File: src/design/gcd_pkg.sv
// Package for the Euclidean GCD core: datapath widths and the request and
// response structs between the sequencer and the remainder unit.
// No dependencies.
package gcd_pkg;

	// Width of the external operand and result fields.
	localparam int DATA_W = 32;
	// Width of the internal datapath; operands are cut to this many bits.
	localparam int WIDTH = 32;
	// Step counter of the bit-serial remainder unit.
	localparam int CNT_W = (WIDTH > 1) ? $clog2(WIDTH) : 1;

	typedef logic [DATA_W-1:0] data_t;
	typedef logic [WIDTH-1:0] word_t;
	typedef logic [CNT_W-1:0] cnt_t;

	// Start request to the remainder unit: compute num % den, den nonzero.
	typedef struct packed {
		logic  start;
		word_t num;
		word_t den;
	} rem_req_t;

	// Response from the remainder unit: done pulses for one cycle with rem.
	typedef struct packed {
		logic  done;
		word_t rem;
	} rem_rsp_t;

endpackage

File: src/design/gcd_if.sv
// Valid/ready channel interfaces for the GCD core: operand pair in,
// divisor out. Depends on gcd_pkg.
interface gcd_req_if;
	import gcd_pkg::*;

	logic  valid;
	logic  ready;
	data_t operand_a;
	data_t operand_b;

	modport source (output valid, output operand_a, output operand_b, input ready);
	modport sink (input valid, input operand_a, input operand_b, output ready);
endinterface

interface gcd_rsp_if;
	import gcd_pkg::*;

	logic  valid;
	logic  ready;
	data_t divisor;

	modport source (output valid, output divisor, input ready);
	modport sink (input valid, input divisor, output ready);
endinterface

File: src/design/gcd_rem_unit.sv
// Bit-serial restoring remainder unit: one quotient bit per cycle.
// Depends on gcd_pkg.
module gcd_rem_unit (
	input  logic              clk,
	input  logic              arst_n,
	input  gcd_pkg::rem_req_t req,
	output gcd_pkg::rem_rsp_t rsp
);
	import gcd_pkg::*;

	logic  busy_q;
	logic  done_q;
	cnt_t  cnt_q;
	word_t num_q;
	word_t den_q;
	word_t rem_q;

	logic [WIDTH:0] shifted;
	logic [WIDTH:0] diff;
	word_t          rem_next;

	// Bring down the next dividend bit and subtract the divisor if it fits.
	always_comb begin
		shifted  = {rem_q, num_q[WIDTH-1]};
		diff     = shifted - {1'b0, den_q};
		rem_next = diff[WIDTH] ? shifted[WIDTH-1:0] : diff[WIDTH-1:0];
	end

	always_ff @(posedge clk or negedge arst_n) begin
		if (!arst_n) begin
			busy_q <= 1'b0;
			done_q <= 1'b0;
			cnt_q  <= '0;
		end else begin
			done_q <= 1'b0;
			if (req.start) begin
				busy_q <= 1'b1;
				cnt_q  <= CNT_W'(WIDTH - 1);
			end else if (busy_q) begin
				cnt_q <= cnt_q - 1'b1;
				if (cnt_q == '0) begin
					busy_q <= 1'b0;
					done_q <= 1'b1;
				end
			end
		end
	end

	always_ff @(posedge clk) begin
		if (req.start) begin
			num_q <= req.num;
			den_q <= req.den;
			rem_q <= '0;
		end else if (busy_q) begin
			num_q <= {num_q[WIDTH-2:0], 1'b0};
			rem_q <= rem_next;
		end
	end

	assign rsp.done = done_q;
	assign rsp.rem  = rem_q;

endmodule

File: src/design/gcd_euclid_modulo_core.sv
// Top level of the Euclidean GCD core: sequencer that repeatedly replaces
// the larger operand by its remainder. Depends on gcd_pkg, gcd_if, gcd_rem_unit.
//
//   channel  dir  handshake    payload
//   req      in   valid/ready  operand_a[31:0], operand_b[31:0]
//   rsp      out  valid/ready  divisor[31:0]
//
// An item takes one remainder step per step of Euclid's algorithm (none when
// an operand is zero, at most 45 for 32-bit operands); the bit-serial
// remainder unit does each step, one dividend bit per cycle. req is ready
// only in idle; the result register lets a new transfer in while the result
// waits. arst_n clears control state; no clearing pass is needed.
module gcd_euclid_modulo_core (
	input  logic clk,
	input  logic arst_n,
	gcd_req_if.sink   req,
	gcd_rsp_if.source rsp
);
	import gcd_pkg::*;

	typedef enum logic [1:0] {
		ST_IDLE,
		ST_CHECK,
		ST_WAIT,
		ST_DONE
	} state_t;

	state_t   state_q;
	word_t    a_q;
	word_t    b_q;
	logic     a_gt_q;
	logic     out_vld_q;
	data_t    res_q;
	rem_req_t rem_req;
	rem_rsp_t rem_rsp;
	logic     both_nz;
	logic     a_gt;
	logic     out_free;

	assign both_nz  = (a_q != '0) && (b_q != '0);
	assign a_gt     = a_q > b_q;
	assign out_free = !out_vld_q || rsp.ready;

	always_comb begin
		rem_req.start = (state_q == ST_CHECK) && both_nz;
		rem_req.num   = a_gt ? a_q : b_q;
		rem_req.den   = a_gt ? b_q : a_q;
	end

	gcd_rem_unit u_rem (
		.clk    (clk),
		.arst_n (arst_n),
		.req    (rem_req),
		.rsp    (rem_rsp)
	);

	always_ff @(posedge clk or negedge arst_n) begin
		if (!arst_n) begin
			state_q   <= ST_IDLE;
			out_vld_q <= 1'b0;
		end else begin
			if (state_q == ST_DONE && out_free) begin
				out_vld_q <= 1'b1;
			end else if (out_vld_q && rsp.ready) begin
				out_vld_q <= 1'b0;
			end
			unique case (state_q)
				ST_IDLE: begin
					if (req.valid) begin
						state_q <= ST_CHECK;
					end
				end
				ST_CHECK: begin
					state_q <= both_nz ? ST_WAIT : ST_DONE;
				end
				ST_WAIT: begin
					if (rem_rsp.done) begin
						state_q <= ST_CHECK;
					end
				end
				ST_DONE: begin
					if (out_free) begin
						state_q <= ST_IDLE;
					end
				end
				default: begin
					state_q <= ST_IDLE;
				end
			endcase
		end
	end

	// Operand and result registers carry no reset.
	always_ff @(posedge clk) begin
		if (state_q == ST_IDLE && req.valid) begin
			a_q <= WIDTH'(req.operand_a);
			b_q <= WIDTH'(req.operand_b);
		end else if (state_q == ST_CHECK) begin
			a_gt_q <= a_gt;
		end else if (state_q == ST_WAIT && rem_rsp.done) begin
			if (a_gt_q) begin
				a_q <= rem_rsp.rem;
			end else begin
				b_q <= rem_rsp.rem;
			end
		end
		if (state_q == ST_DONE && out_free) begin
			res_q <= DATA_W'(a_q | b_q);
		end
	end

	assign req.ready   = (state_q == ST_IDLE);
	assign rsp.valid   = out_vld_q;
	assign rsp.divisor = res_q;

endmodule
File: src/flat_wrapper.sv
// flat-port wrapper written by rule: the top's interface ports become plain ports
module gcd_euclid_modulo_core_flat import gcd_pkg::*;
  (clk, arst_n, req_valid, req_operand_a, req_operand_b, req_ready, rsp_valid, rsp_divisor, rsp_ready);
  gcd_req_if req_i ();
  gcd_rsp_if rsp_i ();
  input  logic clk;
  input  logic arst_n;
  input wire logic [$bits(req_i.valid)-1:0] req_valid;
  input wire logic [$bits(req_i.operand_a)-1:0] req_operand_a;
  input wire logic [$bits(req_i.operand_b)-1:0] req_operand_b;
  output wire logic [$bits(req_i.ready)-1:0] req_ready;
  output wire logic [$bits(rsp_i.valid)-1:0] rsp_valid;
  output wire logic [$bits(rsp_i.divisor)-1:0] rsp_divisor;
  input wire logic [$bits(rsp_i.ready)-1:0] rsp_ready;
  assign req_i.valid = req_valid;
  assign req_i.operand_a = req_operand_a;
  assign req_i.operand_b = req_operand_b;
  assign req_ready = req_i.ready;
  assign rsp_valid = rsp_i.valid;
  assign rsp_divisor = rsp_i.divisor;
  assign rsp_i.ready = rsp_ready;
  gcd_euclid_modulo_core u_core (.clk(clk), .arst_n(arst_n), .req(req_i), .rsp(rsp_i));
endmodule
File: config.mk
export PLATFORM = sky130hd
export DESIGN_NAME = gcd_euclid_modulo_core_flat
export DESIGN_NICKNAME = d
export VERILOG_FILES = /design/src/design/gcd_pkg.sv /design/src/design/gcd_if.sv /design/src/design/gcd_rem_unit.sv /design/src/design/gcd_euclid_modulo_core.sv /design/src/flat_wrapper.sv
export SDC_FILE = /design/constraint.sdc
export NUM_CORES = 1
export LEC_CHECK = 0
export BUFFER_PORTS_ARGS = -buffer_cell sky130_fd_sc_hd__buf_2
export CORE_ASPECT_RATIO = 1.1
export CORE_MARGIN = 2
export CORE_UTILIZATION = 45
export DETAILED_ROUTE_END_ITERATION = 16
export PLACE_DENSITY = 0.71
export SLEW_MARGIN = 20
export SYNTH_ARGS = -nofsm -noshare
export SYNTH_HDL_FRONTEND = slang
export SYNTH_SLANG_ARGS = --single-unit
File: constraint.sdc
create_clock -name clk -period 7.4 [get_ports clk]
set_clock_uncertainty 0.15 [all_clocks]
set_input_delay 0.74 -clock clk [delete_from_list [all_inputs] [get_ports clk]]
set_output_delay 0.74 -clock clk [all_outputs]
set_load 0.03 [all_outputs]
==> qor.yml <==
status:
  status: "complete, no violations"
layout:
  drive_above_1_share_pct: 12.5
  fill_cells: 2445
  final_core_util_pct: 51.1
  layout.nets: 1520
  regArea_sq_um: 5730
  multiInputGateArea_sq_um: 5620
  area_delta_synth_final_pct: 12.6
  final-instance-count-excl-fill: 1728
cts:
  cts_setup_buffers: 0
  cts_buffers: 23
  htree_num_levels: 1
  worst_skew_pair.late_latency_ns: 0.52
  cts_tree: "done"
  clock-sinks: 203
  clkTransAtPathRegs_ns: 0.06
  clockBufferDepth: 3
  cts_root_buf: "clkbuf_16"
global_route:
  gr-total-overflow: 0
  antenna_found_initial: 1
  grt_use_total_pct: 24.3
  grt_pass1_wl_mm: 54.2
  grt_pass1_vias: 9879
  grt_max_degree: 105
pwr:
  p_leak_nw: 5.86
  powerDensity_nw_per_um2: 484
  power_mw: 6.63
  vdd_drop_max_v: 0.000334
drt:
  ant_nets: 0
  drt_iter0_drc: 1247
  wire_per_inst_microns: 20.3
  viasPerCell: 5.94
  drc: 0
  drt-total-wl_mm: 35.1
  dr.pass1.iters: 6
  vias: 10300
place:
  placement.setup.worst_slack_ns: 3.69
  post-dp-hpwl_mm: 24.8
  io_buffers: 101
  gp_congestion: 0.957
  place.detailed.instances: 1684
worst_setup_path:
  worstReg2RegStart: "u_core.b_q[29]"
  worstSetupPathType: "reg2reg"
  reg2reg_to: "u_core.u_rem.rem_q[27]"
  required_ns: 7.67
  ff2ff_path_depth: 8
  cp-start-kind: "register"
  arrival_ns: 4.16
  endpoint_kind: "register"
  startpoint: "u_core.b_q[29]"
  critical_path.endpoint: "u_core.u_rem.rem_q[27]"
  regToRegSetupSlack_ns: 3.51
  crit_fanout: 104
synth:
  ys_types: 76
  postSynth.asyncResetShare_pct: 4.93
  yosys_warnings: 0
  synth_top_area_share_pct: 39.7
  synth_top_cell_by_area: "edfxtp_1"
  synth_flop_cell: "edfxtp_1"
  ys_seq_elements: 203
  synth.most_common_cell: "nand2_1"
  syn_avg_cell_area_sq_um: 9.47
  yosysSeqAreaShare_pct: 47.1
  yosys-top-cells-count: "231 x nand2_1, 161 x edfxtp_1, 153 x inv_1"
  syn_inst: 1285
  synth_area_leaders: "edfxtp_1 40%, ha_1 10%, nand2_1 7.1%, dfxtp_1 5.3%, inv_1 4.7%"
  synth_area_sq_um: 12200
  synth_edf_count: 161
  syn_nets: 1452
sta:
  worstMarginPinSlew_ns: 1.14
  finalHoldViolCount: 0
  slew_headroom_pct: 24.2
  period_share_pct: 52.6
  fin_ws_ns: 3.51
  fmax_ghz: 0.257
  slew_viol_final: 0
  finalSetupTns_ns: 0
  final.min_clock_period_ns: 3.89
  rsz0062_at_grt: "false"
  report.final.setup_viol: 0
floorplan:
  start_util_pct: 45.4
  die_y_microns: 176
  dieArea_sq_um: 28400
  die_w_microns: 161
  fp.coreArea_sq_um: 26800
  num_rows: 63
  io_pins: 102
flow_run:
  drv_cap: 0
hold_path:
  hp-class: "in2reg"
[worst max-delay path: stages, from the launching register on]
cell and delay, ns:
edfxtp_1 0.45, nor4_1 0.85, nand4_1 0.34, o221ai_4 0.32, buf_4 0.85, o311ai_0 0.28
a211oi_1 0.26, o211ai_1 0.12, o221ai_1 0.11
[metal layers]
metal  GRT usage [%]  share of wire [%]  up-vias
met5               0                  0        -
met2            40.7                 48      540
met4            9.82                4.2        0
li1                -                  -     4754
met1            31.7                 40     4894
met3            3.71                8.0       80
[how the worst min path moves through the flow]
stage | end | depth (start not counted) | slack, ns | startpoint
final | u_core.b_q[24] | 3 | 0.34 | req_operand_b[24]
after global routing | u_core.a_q[20] | 3 | 0.35 | req_operand_a[20]
after CTS | u_core.a_q[25] | 3 | 0.32 | req_operand_a[25]
after detailed placement | u_core.u_rem.cnt_q[4] | 2 | 0.36 | u_core.u_rem.cnt_q[4]
after global placement | u_core.u_rem.cnt_q[4] | 2 | 0.36 | u_core.u_rem.cnt_q[4]
after floorplan | u_core.rsp.valid | 0 | 0.29 | arst_n
[power by group]
group          internal [mW]  total [mW]  switching (mW)
clock network          0.641        1.12           0.477
logic                   1.21        3.34            2.13
registers               1.84        2.17           0.324
total                   3.69        6.63            2.94
[layout make-up]
class	count	area share (%)
Clock inverter	17	1.04
Antenna cell	1	0.0183
Tap cell	357	3.26
Clock buffer	25	4.26
Sequential cell	203	41.8
Multi-Input combinational cell	858	41.0
Inverter	154	4.22
Timing Repair Buffer	113	4.37
[kinds of logic (layout without fill, tap and decap cells)]
kind of cell             count (synthesis)  after routing  synth area share (%)
AO/OA/AOI/OAI                          297            297                  15.9
XOR/XNOR                                25             25                  1.80
adder cells (fa/ha/maj)                 99             99                  10.2
other                                    0              1                     0
multiplexers                            21             21                  1.83
flip-flops                             203            203                  47.1
AND/OR/NAND/NOR                        416            416                  15.9
buffers and inverters                  224            309                  7.27
[cells in the final DEF (no fill, tap or decap), types with 10 or more instances in the layout]
cell type	n
nand3_1	29
nand2_1	230
xnor2_1	16
buf_2	101
clkbuf_16	23
dfxtp_1	32
buf_4	11
nor2_1	31
o21ai_0	106
edfxtp_1	161
ha_1	98
nor4_1	28
o311ai_0	33
a21oi_1	58
inv_1	153
mux2i_1	20
o211ai_1	10
a31oi_1	10
nand4_1	43
[sequential cells by signal, indices dropped and copies added, names as in the netlist, 2 cells and up]
| signal | count |
|---|---|
| u_core.a_q | 32 |
| u_core.u_rem.rem_q | 32 |
| u_core.rsp.divisor | 32 |
| u_core.b_q | 32 |
| u_core.u_rem.num_q | 32 |
| u_core.state_q | 2 |
| u_core.u_rem.den_q | 32 |
| u_core.u_rem.cnt_q | 5 |
[stage by stage]
stage | area (sq um) | hold slack, ns
after floorplan | 12200 | 0.294
after global placement | 13000 | 0.357
after detailed placement | 13000 | 0.363
after CTS | 13700 | 0.319
after global routing | 13700 | 0.345
final | 13700 | 0.340
[repair_timing]
action | CTS | global route
hold buffers | 1 | 0
hold endpoints to repair | 10 | 0
resized for setup | 0 | 0
(Power assumes the default switching activity.)
